## src/rtl/pid_ma_pkg.sv

```systemverilog
// Shared constants, codes and types for the PID controller with moving average.
// No dependencies; used by every module under rtl/.
`timescale 1ns / 1ps

package pid_ma_pkg;

    // Window and sample geometry
    localparam int WINDOW      = 5;
    localparam int SAMPLE_BITS = 12;
    localparam int HIST        = WINDOW - 1;          // taps kept besides the new sample
    localparam int ACC_W       = SAMPLE_BITS + $clog2(WINDOW);

    // Divide by WINDOW: multiply by ceil(2^DIV_SHIFT / WINDOW), keep the upper bits.
    // Exact for every window sum below 2^ACC_W.
    localparam int DIV_SHIFT   = ACC_W + $clog2(WINDOW);
    localparam int DIV_MULT    = ((2 ** DIV_SHIFT) + WINDOW - 1) / WINDOW;
    localparam int MULT_W      = DIV_SHIFT + 1;

    // Control law widths
    localparam int SETPOINT_W  = 8;
    localparam int GAIN_W      = 24;
    localparam int FRAC_BITS   = 12;
    localparam int ERR_W       = SAMPLE_BITS + 1;
    localparam int DIFF_W      = ERR_W + 1;
    localparam int SUM_W       = 32;
    localparam int P_W         = GAIN_W + ERR_W;
    localparam int D_W         = GAIN_W + DIFF_W;
    localparam int I_W         = GAIN_W + SUM_W;
    localparam int TOT_W       = I_W + 2;
    localparam int DRIVE_W     = 7;
    localparam int DRIVE_MAX   = 100;

    // Ports
    localparam int MODE_W      = 2;
    localparam int S_TDATA_W   = 16;
    localparam int M_TDATA_W   = 32;
    localparam int CFG_ADDR_W  = 2;
    localparam int CFG_DATA_W  = GAIN_W;

    // Item modes
    localparam logic [MODE_W-1:0] MODE_CLEAR = 2'd0;
    localparam logic [MODE_W-1:0] MODE_ARM   = 2'd1;
    localparam logic [MODE_W-1:0] MODE_STEP  = 2'd2;

    // Configuration register indexes
    localparam logic [CFG_ADDR_W-1:0] REG_SETPOINT   = 2'd0;
    localparam logic [CFG_ADDR_W-1:0] REG_PROP_GAIN  = 2'd1;
    localparam logic [CFG_ADDR_W-1:0] REG_INTEG_GAIN = 2'd2;
    localparam logic [CFG_ADDR_W-1:0] REG_DERIV_GAIN = 2'd3;

    // One control step handed from the front end to the control law
    typedef struct packed {
        logic                          ctrl;      // run the control law
        logic                          updated;   // drive_updated of the result
        logic [SAMPLE_BITS-1:0]        avg;
        logic signed [ERR_W-1:0]       err;
        logic signed [ERR_W-1:0]       err_prev;
        logic signed [SUM_W-1:0]       err_sum;
    } step_t;

    typedef struct packed {
        logic signed [GAIN_W-1:0] kp;
        logic signed [GAIN_W-1:0] ki;
        logic signed [GAIN_W-1:0] kd;
    } gains_t;

endpackage

```

## src/rtl/pid_ma_law.sv

```systemverilog
// Control law: gain products, then sum, scale and clamp into the result register.
// Depends on pid_ma_pkg.
`timescale 1ns / 1ps

module pid_ma_law (
    input  logic                                 aclk,
    input  logic                                 aresetn,
    input  pid_ma_pkg::gains_t                   gains,
    input  logic                                 step_valid,
    output logic                                 step_ready,
    input  pid_ma_pkg::step_t                    step,
    output logic                                 m_tvalid,
    input  logic                                 m_tready,
    output logic [pid_ma_pkg::DRIVE_W-1:0]       m_drive,
    output logic                                 m_updated,
    output logic [pid_ma_pkg::SAMPLE_BITS-1:0]   m_avg,
    output logic [pid_ma_pkg::ERR_W-1:0]         m_err
);

    // Product stage
    logic                                 pa_valid_reg;
    logic                                 pa_ready;
    logic                                 pa_adv;
    logic                                 pa_ctrl_reg;
    logic                                 pa_updated_reg;
    logic [pid_ma_pkg::SAMPLE_BITS-1:0]   pa_avg_reg;
    logic signed [pid_ma_pkg::ERR_W-1:0]  pa_err_reg;
    logic signed [pid_ma_pkg::P_W-1:0]    pa_p_reg, pa_p_next;
    logic signed [pid_ma_pkg::I_W-1:0]    pa_i_reg, pa_i_next;
    logic signed [pid_ma_pkg::D_W-1:0]    pa_d_reg, pa_d_next;
    logic signed [pid_ma_pkg::DIFF_W-1:0] diff;

    // Result stage
    logic                                 out_valid_reg;
    logic                                 out_ready;
    logic [pid_ma_pkg::DRIVE_W-1:0]       drive_reg, drive_next;
    logic                                 updated_reg;
    logic [pid_ma_pkg::SAMPLE_BITS-1:0]   avg_reg;
    logic [pid_ma_pkg::ERR_W-1:0]         err_out_reg;
    logic signed [pid_ma_pkg::TOT_W-1:0]  total;
    logic [pid_ma_pkg::TOT_W-pid_ma_pkg::FRAC_BITS-1:0] whole;

    assign out_ready  = !out_valid_reg || m_tready;
    assign pa_adv     = pa_valid_reg && out_ready;
    assign pa_ready   = !pa_valid_reg || out_ready;
    assign step_ready = pa_ready;

    assign m_tvalid   = out_valid_reg;
    assign m_drive    = drive_reg;
    assign m_updated  = updated_reg;
    assign m_avg      = avg_reg;
    assign m_err      = err_out_reg;

    // Gain products, one multiplier each
    always_comb begin
        diff      = pid_ma_pkg::DIFF_W'(step.err) - pid_ma_pkg::DIFF_W'(step.err_prev);
        pa_p_next = gains.kp * step.err;
        pa_i_next = gains.ki * step.err_sum;
        pa_d_next = gains.kd * diff;
    end

    // Sum the terms; a negative total truncates to at most zero, so it clamps to zero
    always_comb begin
        total = pid_ma_pkg::TOT_W'(pa_p_reg) + pid_ma_pkg::TOT_W'(pa_i_reg)
              + pid_ma_pkg::TOT_W'(pa_d_reg);
        whole = total[pid_ma_pkg::TOT_W-1:pid_ma_pkg::FRAC_BITS];
        if (!pa_ctrl_reg || total[pid_ma_pkg::TOT_W-1]) begin
            drive_next = '0;
        end else if (whole > (pid_ma_pkg::TOT_W - pid_ma_pkg::FRAC_BITS)'(pid_ma_pkg::DRIVE_MAX))
        begin
            drive_next = pid_ma_pkg::DRIVE_W'(pid_ma_pkg::DRIVE_MAX);
        end else begin
            drive_next = whole[pid_ma_pkg::DRIVE_W-1:0];
        end
    end

    // Advance the product and result stages
    always_ff @(posedge aclk) begin
        if (!aresetn) begin
            pa_valid_reg  <= 1'b0;
            out_valid_reg <= 1'b0;
        end else begin
            if (pa_ready) begin
                pa_valid_reg <= step_valid;
            end
            if (pa_ready && step_valid) begin
                pa_ctrl_reg    <= step.ctrl;
                pa_updated_reg <= step.updated;
                pa_avg_reg     <= step.avg;
                pa_err_reg     <= step.err;
                pa_p_reg       <= pa_p_next;
                pa_i_reg       <= pa_i_next;
                pa_d_reg       <= pa_d_next;
            end
            if (out_ready) begin
                out_valid_reg <= pa_valid_reg;
            end
            if (pa_adv) begin
                drive_reg   <= drive_next;
                updated_reg <= pa_updated_reg;
                avg_reg     <= pa_avg_reg;
                err_out_reg <= pa_err_reg;
            end
        end
    end

endmodule

```

## config.mk

```make
export PLATFORM = sky130hd
export DESIGN_NAME = pid_ma_law
export DESIGN_NICKNAME = d
export VERILOG_FILES = /design/src/rtl/pid_ma_pkg.sv /design/src/rtl/pid_ma_law.sv
export SDC_FILE = /design/constraint.sdc
export NUM_CORES = 2
export LEC_CHECK = 0
export BUFFER_PORTS_ARGS = -buffer_cell sky130_fd_sc_hd__clkbuf_2
export CAP_MARGIN = 20
export CORE_MARGIN = 8
export CORE_UTILIZATION = 25
export CTS_CLUSTER_DIAMETER = 80
export DETAILED_ROUTE_END_ITERATION = 6
export PLACE_DENSITY_LB_ADDON = 0.2
export RECOVER_POWER = 100
export SLEW_MARGIN = 20
export SYNTH_ARGS = -nofsm -noshare
export SYNTH_HDL_FRONTEND = slang
export SYNTH_SLANG_ARGS = --single-unit
```

## constraint.sdc

```tcl
create_clock -name aclk -period 8.05 [get_ports aclk]
set_input_delay 0.4025 -clock aclk [delete_from_list [all_inputs] [get_ports aclk]]
set_output_delay 0.4025 -clock aclk [all_outputs]
set_load 0.05 [all_outputs]
```

## Yosys cells after proc, flatten, opt, wreduce, memory -nomap -nowiden

Cells that the tools add are included.

| storage, ports and cells | value |
|---|---|
| word-level logic and storage cells | 33 |
| flip-flop bits (word level) | 193 |
| input bits | 148 |
| output and inout bits | 35 |

| cells by class | value |
|---|---|
| magnitude comparators | 1 |
| add/sub/neg operators | 3 |
| $mul | 3 |
| mux-type cells | 1 |
| reductions and logical operators | 11 |

Operator list:

| cell | count |
|---|---|
| $add 57x38->58 | 1 |
| $add 37x56->57 | 1 |
| $mul 24x32->56 | 1 |
| $gt 46x7->1 const B | 1 |
| $mul 24x14->38 | 1 |
| $mul 24x13->37 | 1 |
| $sub 13x13->14 | 1 |
| $mux 7 | 1 |
| $reduce_and 2->1 | 2 |
| $logic_not 1->1 | 3 |
| $logic_or 1x1->1 | 3 |
| $logic_and 1x1->1 | 2 |
| $reduce_or 2->1 | 1 |

## Logic depth before layout (Yosys ltp)

| logic depth | value |
|---|---|
| word-level depth | 5 |
| depth in mapped cells | 39 |

## Worst setup path before layout

OpenSTA, ideal clock, no wires.

| timing | value |
|---|---|
| path type | input port to flip-flop |
| start point | input port step[45] (netlist name) |
| end point | register pa_d_reg[30] (netlist name), data pin |
| setup time | 258 ps |
| arrival | 8,361 ps |
| data required time | 7,792 ps |
| stages on the path | 38 |
| setup slack | -569 ps |
| path through | clkbuf_1 > inv_1 > ha_1 > inv_1 > fa_1 > a21o_1 > a21oi_1 > o21ai_0 > a21oi_1 > o21ai_0 > a21oi_1 > o21bai_1 > a211o_1 > a21o_1 > xor2_1 > clkbuf_1 > nand2_1 > fa_1 > [... 2 more ...] > fa_1 > fa_1 > fa_1 > inv_1 > fa_1 > inv_1 > ha_1 > inv_1 > nor2_1 > o211ai_1 > and2_1 > a211oi_1 > o41ai_1 > o311ai_1 > a211oi_1 > o21bai_1 > a21oi_1 > xnor2_1 |

| on the way | value |
|---|---|
| longest elaborated chain between the ends | 2 |

Ends and longest elaborated chain:

| item | line | source |
|---|---|---|
| start: declaration | pid_ma_law.sv:11 | `input pid_ma_pkg::step_t step,` |
| $sub 13x13->14 | pid_ma_law.sv:56 | `diff = pid_ma_pkg::DIFF_W'(step.err) - pid_ma_pkg::DIFF_W'(step.err_prev);` |
| $mul 24x14->38 | pid_ma_law.sv:59 | `pa_d_next = gains.kd * diff;` |
| named net pa_d_next, one bit | pid_ma_law.sv:30 | `logic signed [pid_ma_pkg::D_W-1:0] pa_d_reg, pa_d_next;` |
| end signal: assignment | pid_ma_law.sv:93 | `pa_d_reg <= pa_d_next;` |
| end: declaration | pid_ma_law.sv:30 |  |

The timed path passes the listed nets, and every way through them passes these cells.
A chain may end at the register's enable or synchronous reset.

## Final worst setup path

| timing | value |
|---|---|
| start point | input port step[45] (netlist name) |
| end point | register pa_d_reg[36] (netlist name), data pin |

The elaborated chain is that of the path after synthesis.

==> impl_metrics.py <==
metrics = {
    "cells_and_area": {
        "fin_util_pct": 28.2,
        "finalNetCount": 8538,
        "area_growth_pct": 12.7,
        "drive_above_1_share_pct": 9.62,
        "stdcell_area_sq_mm": 0.0677,
        "largest_register_ff_count": 56,
    },
    "place": {
        "dp_hpwl_mm": 153,
        "placed_cell_area_sq_mm": 0.0669,
        "routabilityCongestion": 0.841,
        "port_buffers": 182,
    },
    "critical_path": {
        "crit_slowest_cell": "fa_1",
        "critPathMaxFanout": 8,
        "startpoint_type": "input pin",
        "cpMostUsedCell": "fa_1",
        "crit_path_end_kind": "flop",
        "critPathLaunch": "step[45]",
        "regToRegSetupSlack_ns": 2.36,
        "slowest_delay_ns": 0.52,
        "rr_startpoint": "pa_p_reg[36]",
        "critPathRequiredTime_ns": 8.31,
        "cp.arrival_ns": 8.08,
        "critPathKind": "in2reg",
    },
    "cts": {
        "clk_pin_slew_ns": 0.08,
        "cts_root_buf": "clkbuf_16",
        "numCtsBuffers": 17,
        "insertion_delay_ns": 0.52,
        "cts_tree": "done",
        "htree_levels": 4,
        "clk_path_buf_depth": 2,
        "clock-sinks": 193,
        "cts-hold-fix-buffers": 0,
    },
    "grt": {
        "grtUsageTotal_pct": 13.9,
        "grt_pass1_vias": 48200,
        "grt_max_degree": 69,
        "gr-total-overflow": 0,
        "antenna_found_initial": 12,
        "grt_pass1_wl_mm": 282,
    },
    "floorplan": {
        "io_pins": 183,
        "core_sq_mm": 0.240,
        "die_w_um": 506,
        "start_util_pct": 25.0,
        "rows": 180,
        "fp.dieArea_sq_mm": 0.256,
        "fp.dieH_um": 506,
    },
    "route": {
        "routed-via-count": 42900,
        "vias_per_cell": 4.39,
        "drc": 0,
        "post_drt_wl_per_cell_um": 18.0,
        "drtIter0Drc": 1864,
        "firstDrtPassIters": 5,
        "antenna_left": 0,
        "totalWireLength_mm": 175,
    },
    "outcome": {
        "status": "complete, but fails checks",
        "violations": "capacitance limit, slew limit",
    },
    "min_path": {
        "hold_start": "step[64]",
        "hp-class": "in2reg",
    },
    "synth": {
        "ys_types": 97,
        "yosysSeqAreaShare_pct": 9.61,
        "syn_area_sq_mm": 0.0601,
        "syn-instance-count": 6295,
        "postSynth.asyncResetShare_pct": 0,
        "syn-num-nets": 8275,
        "synth_top_area_cell": "fa_1",
        "synth_edf_count": 191,
        "synth.top_cell.area_share_pct": 47.9,
        "ys_top_cells_by_area": "fa_1 48%, edfxtp_1 9.5%, inv_1 8.5%, ha_1 8.2%, nand2_1 6.2%",
        "ys_ff_latch": 193,
        "synth_flop_cell": "edfxtp_1",
        "avgSynthCellArea_sq_um": 9.54,
        "yosysWarningCount": 0,
    },
    "sta": {
        "timing.final.crit_share_pct": 97.1,
        "clock_skew_ns": 0.0222,
        "final.setup.tns_ns": 0,
        "rsz0062_at_grt": "true",
        "period_minus_slack_ns": 7.82,
        "max_slew_margin_pct": -10.9,
        "slew_viol_final": 79,
        "worst_pin_slew_ns": 1.66,
        "setup_viol": 0,
        "timing.fmax_mhz": 128,
        "hold_viol_final": 0,
    },
    "job": {
        "drv_cap": 3,
    },
}
## final timing paths
path         cells after the start            end
min                              1  pa_avg_reg[6]
min reg2reg                      0       m_avg[4]
max                             37   pa_d_reg[36]
max reg2reg                     14     m_drive[4]
## critical path, delay by kind of cell
kind / cells / cell delay, ns
adders and majority gates: 9 / 3.51
AOI/OAI and AO/OA: 16 / 2.69
buffers and inverters: 8 / 0.80
and+or+nand+nor: 2 / 0.38
xor gates and xnor gates: 2 / 0.25
## cell usage in the layout (no fill, tap or decap), types with 17 or more instances in the layout
master     count
nand2_1      985
o21bai_1      23
inv_1       1352
and2_1       455
xor2_1        37
nor3_1        41
xnor2_1      111
a21oi_1      164
edfxtp_1     191
a21o_1        91
buf_12        34
o21ai_0       73
clkbuf_16     17
nand2b_1      65
ha_1         390
buf_4        289
nor2_1       125
nand4_1       32
fa_1        1435
o21ai_1       23
o21a_1        32
clkbuf_2     179
or3_1         21
nand3_1       41
nor2b_1       41
a211oi_1      18
## final cells by class
| class | count | area (sq um) |
|---|---|---|
| antenna | 2 | 5.00 |
| timing repair buffer | 517 | 3820 |
| fill | 25600 | 172000 |
| tap | 3185 | 3990 |
| inverter | 1358 | 5100 |
| multi-input combinational | 4471 | 48400 |
| clock inverter | 13 | 140 |
| clock buffer | 19 | 433 |
| sequential | 193 | 5780 |
## synthesized netlist by cell type, types with 5 or more instances
| library cell | count |
|---|---|
| fa_1 | 1437 |
| inv_1 | 1357 |
| nand2_1 | 987 |
| and2_1 | 458 |
| ha_1 | 395 |
| clkbuf_1 | 256 |
| edfxtp_1 | 191 |
| a21oi_1 | 175 |
| nor2_1 | 128 |
| xnor2_1 | 116 |
| a21o_1 | 91 |
| o21ai_0 | 82 |
| nand2b_1 | 65 |
| nand3_1 | 41 |
| nor2b_1 | 41 |
| nor3_1 | 41 |
| xor2_1 | 39 |
| nand4_1 | 32 |
| o21a_1 | 32 |
| a211oi_1 | 23 |
| o21bai_1 | 23 |
| or3_1 | 21 |
| and3_1 | 15 |
| o21ai_1 | 15 |
| buf_2 | 13 |
| o31ai_1 | 13 |
| o211ai_1 | 12 |
| a31oi_1 | 11 |
| nor4_1 | 11 |
| o2111ai_1 | 10 |
| or2_2 | 10 |
| a221oi_1 | 9 |
| a211o_1 | 8 |
| a21boi_0 | 6 |
| mux2i_1 | 6 |
| o311ai_0 | 6 |
| a31o_2 | 5 |
| o211a_1 | 5 |
## stage by stage
stage,setup WS [ns],std cells,hold slack [ns]
after detailed placement,-0.664,9717,0.405
after global routing,-0.191,9756,0.0264
after floorplan,0.00511,6295,0.400
after global placement,-0.650,9717,0.401
after CTS,0.00963,9749,0.0105
final,0.232,9758,0.0719
## repair_timing
item | 4_1_cts | 5_1_grt
buffers inserted | 0 | 7
gates resized for setup | 2 | 55
pin swaps | 0 | 38
cloned | 0 | 1
setup endpoints to repair | 2 | 17
## layer usage
| layer | wire, um | GRT usage [%] |
|---|---|---|
| met1 | 79600 | 18.6 |
| met2 | 88600 | 24.8 |
| met3 | 4580 | 1.28 |
| met4 | 2440 | 2.03 |
| met5 | 60 | 0 |
## kinds of logic after synthesis
kind of cell    count (synthesis)  synth area share, %
compound gates                600                 6.78
xor+xnor                      155                 2.26
fa+ha+maj                    1832                 56.1
buf+inv                      1631                 10.3
flops                         193                 9.61
mux                             7                0.119
simple gates                 1877                 14.9
Power is left out: the tool's default activity adds up to more than one toggle a clock period on the data nets, which glitch-free logic cannot reach.
