### src/rtl/pid_ma_pkg.sv
// Shared constants, codes and types for the PID controller with moving average.
// No dependencies; used by every module under rtl/.
`timescale 1ns / 1ps

package pid_ma_pkg;

    // Window and sample geometry
    localparam int WINDOW      = 5;
    localparam int SAMPLE_BITS = 12;
    localparam int HIST        = WINDOW - 1;          // taps kept besides the new sample
    localparam int ACC_W       = SAMPLE_BITS + $clog2(WINDOW);

    // Divide by WINDOW: multiply by ceil(2^DIV_SHIFT / WINDOW), keep the upper bits.
    // Exact for every window sum below 2^ACC_W.
    localparam int DIV_SHIFT   = ACC_W + $clog2(WINDOW);
    localparam int DIV_MULT    = ((2 ** DIV_SHIFT) + WINDOW - 1) / WINDOW;
    localparam int MULT_W      = DIV_SHIFT + 1;

    // Control law widths
    localparam int SETPOINT_W  = 8;
    localparam int GAIN_W      = 24;
    localparam int FRAC_BITS   = 12;
    localparam int ERR_W       = SAMPLE_BITS + 1;
    localparam int DIFF_W      = ERR_W + 1;
    localparam int SUM_W       = 32;
    localparam int P_W         = GAIN_W + ERR_W;
    localparam int D_W         = GAIN_W + DIFF_W;
    localparam int I_W         = GAIN_W + SUM_W;
    localparam int TOT_W       = I_W + 2;
    localparam int DRIVE_W     = 7;
    localparam int DRIVE_MAX   = 100;

    // Ports
    localparam int MODE_W      = 2;
    localparam int S_TDATA_W   = 16;
    localparam int M_TDATA_W   = 32;
    localparam int CFG_ADDR_W  = 2;
    localparam int CFG_DATA_W  = GAIN_W;

    // Item modes
    localparam logic [MODE_W-1:0] MODE_CLEAR = 2'd0;
    localparam logic [MODE_W-1:0] MODE_ARM   = 2'd1;
    localparam logic [MODE_W-1:0] MODE_STEP  = 2'd2;

    // Configuration register indexes
    localparam logic [CFG_ADDR_W-1:0] REG_SETPOINT   = 2'd0;
    localparam logic [CFG_ADDR_W-1:0] REG_PROP_GAIN  = 2'd1;
    localparam logic [CFG_ADDR_W-1:0] REG_INTEG_GAIN = 2'd2;
    localparam logic [CFG_ADDR_W-1:0] REG_DERIV_GAIN = 2'd3;

    // One control step handed from the front end to the control law
    typedef struct packed {
        logic                          ctrl;      // run the control law
        logic                          updated;   // drive_updated of the result
        logic [SAMPLE_BITS-1:0]        avg;
        logic signed [ERR_W-1:0]       err;
        logic signed [ERR_W-1:0]       err_prev;
        logic signed [SUM_W-1:0]       err_sum;
    } step_t;

    typedef struct packed {
        logic signed [GAIN_W-1:0] kp;
        logic signed [GAIN_W-1:0] ki;
        logic signed [GAIN_W-1:0] kd;
    } gains_t;

endpackage

### src/rtl/pid_ma_front.sv
// Front end: input register, sample delay line, window average, error and error sum.
// Depends on pid_ma_pkg.
`timescale 1ns / 1ps

module pid_ma_front (
    input  logic                                 aclk,
    input  logic                                 aresetn,
    input  logic                                 s_tvalid,
    output logic                                 s_tready,
    input  logic [pid_ma_pkg::MODE_W-1:0]        s_mode,
    input  logic [pid_ma_pkg::SAMPLE_BITS-1:0]   s_sample,
    input  logic [pid_ma_pkg::SETPOINT_W-1:0]    setpoint,
    output logic                                 step_valid,
    input  logic                                 step_ready,
    output pid_ma_pkg::step_t                    step
);

    // Input stage
    logic                                 s1_valid_reg;
    logic [pid_ma_pkg::MODE_W-1:0]        s1_mode_reg;
    logic [pid_ma_pkg::SAMPLE_BITS-1:0]   s1_sample_reg;
    logic                                 s1_ready;
    logic                                 s1_adv;

    // Loop state
    logic [pid_ma_pkg::SAMPLE_BITS-1:0]   win_reg [pid_ma_pkg::HIST];
    logic [pid_ma_pkg::SAMPLE_BITS-1:0]   win_next [pid_ma_pkg::HIST];
    logic                                 armed_reg, armed_next;
    logic signed [pid_ma_pkg::ERR_W-1:0]  err_reg, err_next;
    logic signed [pid_ma_pkg::ERR_W-1:0]  err_prev_reg, err_prev_next;
    logic signed [pid_ma_pkg::SUM_W-1:0]  sum_reg, sum_next;

    // Step stage
    logic                                 s2_valid_reg;
    logic                                 s2_ready;
    pid_ma_pkg::step_t                    step_reg, step_next;

    // Datapath
    logic [pid_ma_pkg::ACC_W-1:0]                     acc;
    logic [pid_ma_pkg::ACC_W+pid_ma_pkg::MULT_W-1:0]  quot_prod;
    logic [pid_ma_pkg::SAMPLE_BITS-1:0]               avg;
    logic signed [pid_ma_pkg::ERR_W-1:0]              err_new;
    logic signed [pid_ma_pkg::SUM_W:0]                sum_wide;
    logic signed [pid_ma_pkg::SUM_W-1:0]              sum_sat;

    assign s2_ready   = !s2_valid_reg || step_ready;
    assign s1_adv     = s1_valid_reg && s2_ready;
    assign s1_ready   = !s1_valid_reg || s2_ready;
    assign s_tready   = s1_ready;
    assign step_valid = s2_valid_reg;
    assign step       = step_reg;

    // Sum the window as it stands after the shift, then divide by the window length
    always_comb begin
        acc = pid_ma_pkg::ACC_W'(s1_sample_reg);
        for (int i = 0; i < pid_ma_pkg::HIST; i++) begin
            acc = acc + pid_ma_pkg::ACC_W'(win_reg[i]);
        end
        quot_prod = (pid_ma_pkg::ACC_W + pid_ma_pkg::MULT_W)'(acc)
                  * (pid_ma_pkg::ACC_W + pid_ma_pkg::MULT_W)'(pid_ma_pkg::DIV_MULT);
        avg       = quot_prod[pid_ma_pkg::DIV_SHIFT +: pid_ma_pkg::SAMPLE_BITS];
        err_new   = $signed(pid_ma_pkg::ERR_W'(avg) - pid_ma_pkg::ERR_W'(setpoint));
    end

    // Accumulate the previous error, saturating at the signed 32-bit limits
    always_comb begin
        sum_wide = (pid_ma_pkg::SUM_W + 1)'(sum_reg) + (pid_ma_pkg::SUM_W + 1)'(err_reg);
        if (sum_wide[pid_ma_pkg::SUM_W] != sum_wide[pid_ma_pkg::SUM_W-1]) begin
            sum_sat = sum_wide[pid_ma_pkg::SUM_W] ?
                      {1'b1, {(pid_ma_pkg::SUM_W-1){1'b0}}} :
                      {1'b0, {(pid_ma_pkg::SUM_W-1){1'b1}}};
        end else begin
            sum_sat = sum_wide[pid_ma_pkg::SUM_W-1:0];
        end
    end

    // Decode the mode and form the next loop state and step
    always_comb begin
        win_next      = win_reg;
        armed_next    = armed_reg;
        err_next      = err_reg;
        err_prev_next = err_prev_reg;
        sum_next      = sum_reg;
        step_next     = '0;
        unique case (s1_mode_reg)
            pid_ma_pkg::MODE_CLEAR: begin
                armed_next        = 1'b0;
                err_next          = '0;
                err_prev_next     = '0;
                sum_next          = '0;
                step_next.updated = 1'b1;
            end
            pid_ma_pkg::MODE_ARM: begin
                armed_next = 1'b1;
            end
            pid_ma_pkg::MODE_STEP: begin
                if (armed_reg) begin
                    for (int i = pid_ma_pkg::HIST - 1; i > 0; i--) begin
                        win_next[i] = win_reg[i-1];
                    end
                    win_next[0]        = s1_sample_reg;
                    err_prev_next      = err_reg;
                    err_next           = err_new;
                    sum_next           = sum_sat;
                    step_next.ctrl     = 1'b1;
                    step_next.updated  = 1'b1;
                    step_next.avg      = avg;
                    step_next.err      = err_new;
                    step_next.err_prev = err_reg;
                    step_next.err_sum  = sum_sat;
                end
            end
            default: begin
                // unused mode: no state change, all-zero result
            end
        endcase
    end

    // Advance the input stage, loop state and step stage
    always_ff @(posedge aclk) begin
        if (!aresetn) begin
            s1_valid_reg <= 1'b0;
            s2_valid_reg <= 1'b0;
            armed_reg    <= 1'b0;
            err_reg      <= '0;
            err_prev_reg <= '0;
            sum_reg      <= '0;
            for (int i = 0; i < pid_ma_pkg::HIST; i++) begin
                win_reg[i] <= '0;
            end
        end else begin
            if (s1_ready) begin
                s1_valid_reg <= s_tvalid;
            end
            if (s1_ready && s_tvalid) begin
                s1_mode_reg   <= s_mode;
                s1_sample_reg <= s_sample;
            end
            if (s2_ready) begin
                s2_valid_reg <= s1_valid_reg;
            end
            if (s1_adv) begin
                win_reg      <= win_next;
                armed_reg    <= armed_next;
                err_reg      <= err_next;
                err_prev_reg <= err_prev_next;
                sum_reg      <= sum_next;
                step_reg     <= step_next;
            end
        end
    end

endmodule

### config.mk
export PLATFORM = sky130hd
export DESIGN_NAME = pid_ma_front
export DESIGN_NICKNAME = d
export VERILOG_FILES = /design/src/rtl/pid_ma_pkg.sv /design/src/rtl/pid_ma_front.sv
export SDC_FILE = /design/constraint.sdc
export NUM_CORES = 1
export LEC_CHECK = 0
export BUFFER_PORTS_ARGS = -buffer_cell sky130_fd_sc_hd__buf_2
export CORE_MARGIN = 2
export CORE_UTILIZATION = 35
export CTS_CLUSTER_SIZE = 8
export DETAILED_ROUTE_END_ITERATION = 12
export RECOVER_POWER = 50
export SLEW_MARGIN = 20
export SYNTH_ARGS = -nofsm -noshare
export SYNTH_HDL_FRONTEND = slang
export SYNTH_SLANG_ARGS = --single-unit
### constraint.sdc
create_clock -name aclk -period 10.8 [get_ports aclk]
set_input_delay 0 -clock aclk [delete_from_list [all_inputs] [get_ports aclk]]
set_output_delay 0 -clock aclk [all_outputs]
set_load 0.01 [all_outputs]
# [Yosys cells after proc, flatten, opt, wreduce, memory -nomap -nowiden]
# Index checks and enable logic that the tools add are counted.
[totals] rom_bits=0 word_cells=52 latch_bits=0 n_memories=0 ff_bits=182 input_bits=26 ramBits=0
[classes] magnitude_cmp=0 add_sub_neg=6 eq_ne=4 multipliers=1 n_reduce_logical=15 mux=9 shifts=0 bitwise=0 n_div=0
[ops] operator="32-bit 2-to-1 mux" n=3
[ops] operator="72-bit 2-to-1 mux" n=1
[ops] operator="32-bit case mux with 2 select lines" n=1
[ops] operator="32-bit by 13-bit adder with 33-bit output" n=1
[ops] operator="15-bit by 16-bit multiplier with 30-bit output (second input constant)" n=1
[ops] operator="13-bit case mux with 2 select lines" n=1
[ops] operator="14-bit by 12-bit adder with 15-bit output" n=1
[ops] operator="15-bit by 12-bit adder with 15-bit output" n=1
[ops] operator="13-bit by 12-bit adder with 14-bit output" n=1
[ops] operator="12-bit by 12-bit adder with 13-bit output" n=1
[ops] operator="13-bit 2-to-1 mux" n=1
[ops] operator="12-bit by 8-bit subtractor with 13-bit output" n=1
[ops] operator="2-bit AND reduction" n=4
[ops] operator="3-bit AND reduction" n=2
[ops] operator="1-bit case mux with 2 select lines" n=2
[ops] operator="2-bit nonzero test" n=2
[ops] operator="2-bit by 1-bit equality test with 1-bit output (second input constant)" n=1
[ops] operator="2-bit equality test (second input constant)" n=1
[ops] operator="1-bit logical AND" n=2
[ops] operator="1-bit zero test" n=2
[ops] operator="2-bit zero test" n=1
[ops] operator="1-bit logical OR" n=2
[ops] operator="2-bit != test (second input constant)" n=1
[ops] operator="1-bit != test" n=1

# [Logic depth before layout (Yosys ltp)]
[logic_depth] ltp_word=8 depth_mapped=45 ltp_nobuf=45

# [Least setup slack after synthesis]
# No wires, ideal clock.
[synth_timing] path_kind="register -> register" startpoint="register s1_sample_reg[3] (netlist bit)" endpoint="register step_reg, in the netlist step[55], data pin" stages_incl_launch_ff=43 path_slack_ns=0.526 n_path_buf=0 setup_time_ns=0.266 arrival_ns=10.008 cell_sequence="edfxtp_1 > inv_1 > fa_1 > inv_1 > fa_1 > inv_1 > fa_1 > inv_1 > ha_1 > nor2b_1 > o31a_1 > o211ai_1 > nand2_1 > a41o_1 > o41ai_2 > xnor2_1 > inv_1 > ha_1 > [... 7 more ...] > inv_1 > ha_1 > a21oi_1 > nand2_1 > a2111oi_0 > o21ai_0 > o21ai_0 > xnor2_1 > fa_1 > a21o_1 > a21oi_1 > o21bai_1 > a21oi_1 > o21bai_1 > a21oi_1 > a21bo_2 > xor2_1 > nor2_1"
[synth_via] elab_chain_len=6
[synth_lines] item="from (decl)" line="pid_ma_front.sv:21" rtl="logic [pid_ma_pkg::SAMPLE_BITS-1:0] s1_sample_reg;"
[synth_lines] item="from (signal assigned)" line="pid_ma_front.sv:137" rtl="s1_sample_reg <= s_sample;"
[synth_lines] item="12-bit by 12-bit adder with 13-bit output" line="pid_ma_front.sv:57" rtl="acc = acc + pid_ma_pkg::ACC_W'(win_reg[i]);"
[synth_lines] item="13-bit by 12-bit adder with 14-bit output" line="pid_ma_front.sv:57"
[synth_lines] item="14-bit by 12-bit adder with 15-bit output" line="pid_ma_front.sv:57"
[synth_lines] item="15-bit by 12-bit adder with 15-bit output" line="pid_ma_front.sv:57"
[synth_lines] item="15-bit by 16-bit multiplier with 30-bit output" line="pid_ma_front.sv:60" rtl="* (pid_ma_pkg::ACC_W + pid_ma_pkg::MULT_W)'(pid_ma_pkg::DIV_MULT);"
[synth_lines] item="via avg, one bit" line="pid_ma_front.sv:41" rtl="logic [pid_ma_pkg::SAMPLE_BITS-1:0] avg;"
[synth_lines] item="12-bit by 8-bit subtractor with 13-bit output" line="pid_ma_front.sv:62" rtl="err_new = $signed(pid_ma_pkg::ERR_W'(avg) - pid_ma_pkg::ERR_W'(setpoint));"
[synth_lines] item="to (signal assigned)" line="pid_ma_front.sv:148" rtl="step_reg <= step_next;"
[synth_lines] item="to (decl)" line="pid_ma_front.sv:36" rtl="pid_ma_pkg::step_t step_reg, step_next;"
# The timed path passes the listed nets, and every way through them passes these cells.
# A chain may end at the register's enable or synchronous reset.

# [Final worst setup path]
[layout_timing] startpoint="register s1_sample_reg[1] (netlist bit)" endpoint="register step_reg, in the netlist step[54], data pin"
# The elaborated chain is that of the path after synthesis.

==> results.cfg <==
[run_status]
status = finished with violations
violations = max-capacitance violations, max-slew violations

[place]
dpl.hpwl_um = 26950
io_buffer_count = 99
placed_cells = 2092
place_congestion = 0.8692
pre_cts_slack_ns = 0.07640
placed_area_sq_mm = 0.01523

[clock_network]
tritoncts = built
numCtsBuffers = 17
clk_latency_ns = 0.45
clkTransAtPathRegs_ns = 0.07
htree_levels = 4
cts_max_path_buffers = 2
cts-root-buf = clkbuf_16
clkSinkCount = 182

[timing]
slew_headroom_pct = -118.3
worst_clock_skew_ns = 0.02004
fmax_mhz = 97.69
hold_viol = 0
setup_viol = 0
setup_tns_ns = 0
timing.hold.ws_ns = 0.1528
final_max_slew_viol_count = 73
fin_crit_sh_pct = 94.78
worst_slew_pin_slew_ns = 3.275
layout_min_cycle_time_ns = 10.24
fin_ws_ns = 0.5636

[pwr]
cellLeakagePower_nw = 7.070
power.density_mw_per_mm2 = 167.6
vdd_drop_max_mv = 0.1712
p_total_mw = 2.693

[logic_synthesis]
synth.area.top_cells = edfxtp_1 18%, ha_1 14%, dfxtp_1 14%
synth_top_area_share_pct = 18.21
synth_top_flop_cell = dfxtp_1
avgSynthCellArea_sq_um = 9.418
synth_cells = 1506
synth.cell_area_sq_mm = 0.01418
yosysMostFrequentCell = inv_1
ys_ff_latch = 182
yosysTopAreaCell = edfxtp_1
syn_nets = 1788
synth_cell_type_count = 72
ys_seq_area_share_pct = 31.76
synth_common_cells = 255 x inv_1, 161 x ha_1, 158 x nand2_1
synth_edf_count = 86
synth_warnings = 0
async_flop_share_pct = 0

[grt]
grt_pass1_vias = 10623
grt_max_degree = 73
antenna_found_initial = 1
grt_pass1_wl_um = 56030
grt_usage_pct = 16.96
grt_remaining_overflow = 0

[setup_path]
ff2ff_setup_slack_ns = 0.56
crit_path_max_fanout = 3
cpMostUsedCell = fa_1
cp-startpoint = s1_sample_reg[1]$_DFFE_PP_
r2r_start = s1_sample_reg[1]$_DFFE_PP_
crit_path_start_kind = flip-flop
path_class = reg -> reg
slowest_delay_ns = 0.56
required_ns = 10.98
endpoint_kind = flip-flop
crit_slowest_cell = fa_1
cp_data_arrival_time_ns = 10.41

[layout]
syn_to_final_growth_pct = 13.26
layout-drive-gt1-share_pct = 7.783
finalNetCount = 1888
largest_reg_flops = 72
fin_util_pct = 40.34
finalInstanceArea_sq_mm = 0.01606
antennaDiodeCount = 0
fin_cells = 2144

[die]
initial_core_util_pct = 35.62
dieArea_sq_mm = 0.04215
die_w_um = 205.3
coreArea_sq_mm = 0.03982
dieHeight_um = 205.3
pin_count = 100
num_rows = 73

[route]
wire_per_inst_um = 16.17
via_per_inst = 4.934
routed_wl_um = 34680
via_count = 10579
drt-initial-drc-count = 529
final_antenna_net_count = 0
drc = 0
dr.pass1.iters = 7

[hold_path]
holdCritStartpoint = setpoint[0]
hold_path.class = in -> reg

[job]
max_cap_violations = 1
## repair_timing
action,CTS,global route
hold endpoints to repair,16,0
setup endpoints to repair,0,18
hold buffers,17,0
resized for setup,0,32
setup buffers,0,3
## logic make-up (layout without fill, tap and decap cells)
kind of cell / Yosys count / after routing / synth area share [%]
AND/OR/NAND/NOR: 369 / 369 / 12.16
XOR/XNOR: 66 / 66 / 4.075
flip-flops: 182 / 182 / 31.76
adder cells (fa/ha/maj): 256 / 256 / 27.61
buffers and inverters: 308 / 421 / 8.416
AO/OA/AOI/OAI: 322 / 322 / 15.76
multiplexers: 3 / 3 / 0.2205
## cell usage in the layout (no fill, tap or decap), types with 11 or more instances in the layout
cell type / instances
nand2_1: 157
and3_1: 24
buf_2: 22
buf_4: 17
inv_1: 254
nor3_1: 11
nor2b_1: 18
nand3_1: 15
ha_1: 159
a221o_1: 29
a21o_1: 15
and2_1: 19
clkbuf_1: 79
fa_1: 92
o21bai_1: 11
xnor2_1: 42
xor2_1: 21
a21oi_1: 94
a21boi_0: 51
dlygate4sd3_1: 17
o21ai_0: 37
dfxtp_1: 96
nor2_1: 81
nand2b_1: 12
clkbuf_16: 18
edfxtp_1: 86
## metal layers
metal | track usage, % | wire [um] | vias up
met1 | 21.44 | 15410 | 5110
met5 | 0 | 13 | -
li1 | - | - | 5253
met3 | 2.724 | 1253 | 37
met4 | 4.265 | 591 | 2
met2 | 30.07 | 17410 | 177
## area by class of cell
type / count / area, sq um
well taps: 525 / 656.9
flip-flops and latches: 182 / 4504
repair buffers: 134 / 700.7
fillers: 4068 / 23760
clock inverters: 12 / 137.6
multi-input cells: 1016 / 8640
clock buffers: 20 / 467.9
inverters: 255 / 957.2
## final timing paths
| kind | cells past startpoint | to |
|---|---|---|
| max | 44 | step[54]$_SDFFCE_PN0P_ |
| min reg2reg | 2 | win_reg[1]$_SDFFE_PN0P_ |
| min | 3 | step[45]$_SDFFCE_PN0P_ |
| max reg2reg | 44 | step[54]$_SDFFCE_PN0P_ |
## power by group
part,internal [mW],total [mW],switching [mW]
clock,0.364,0.652,0.288
sequential,0.731,0.738,0.00667
combinational,0.535,1.30,0.767
## worst max-delay path: cells and delay by family (launching register included)
kind | cells | cell delay, ns
AOI/OAI and AO/OA | 13 | 2.61
xor gates and xnor gates | 3 | 0.51
adders and majority gates | 13 | 5.15
buffers and inverters | 9 | 0.72
DFF | 1 | 0.35
and+or+nand+nor | 6 | 0.63
Power figures use the tool's default switching activity.
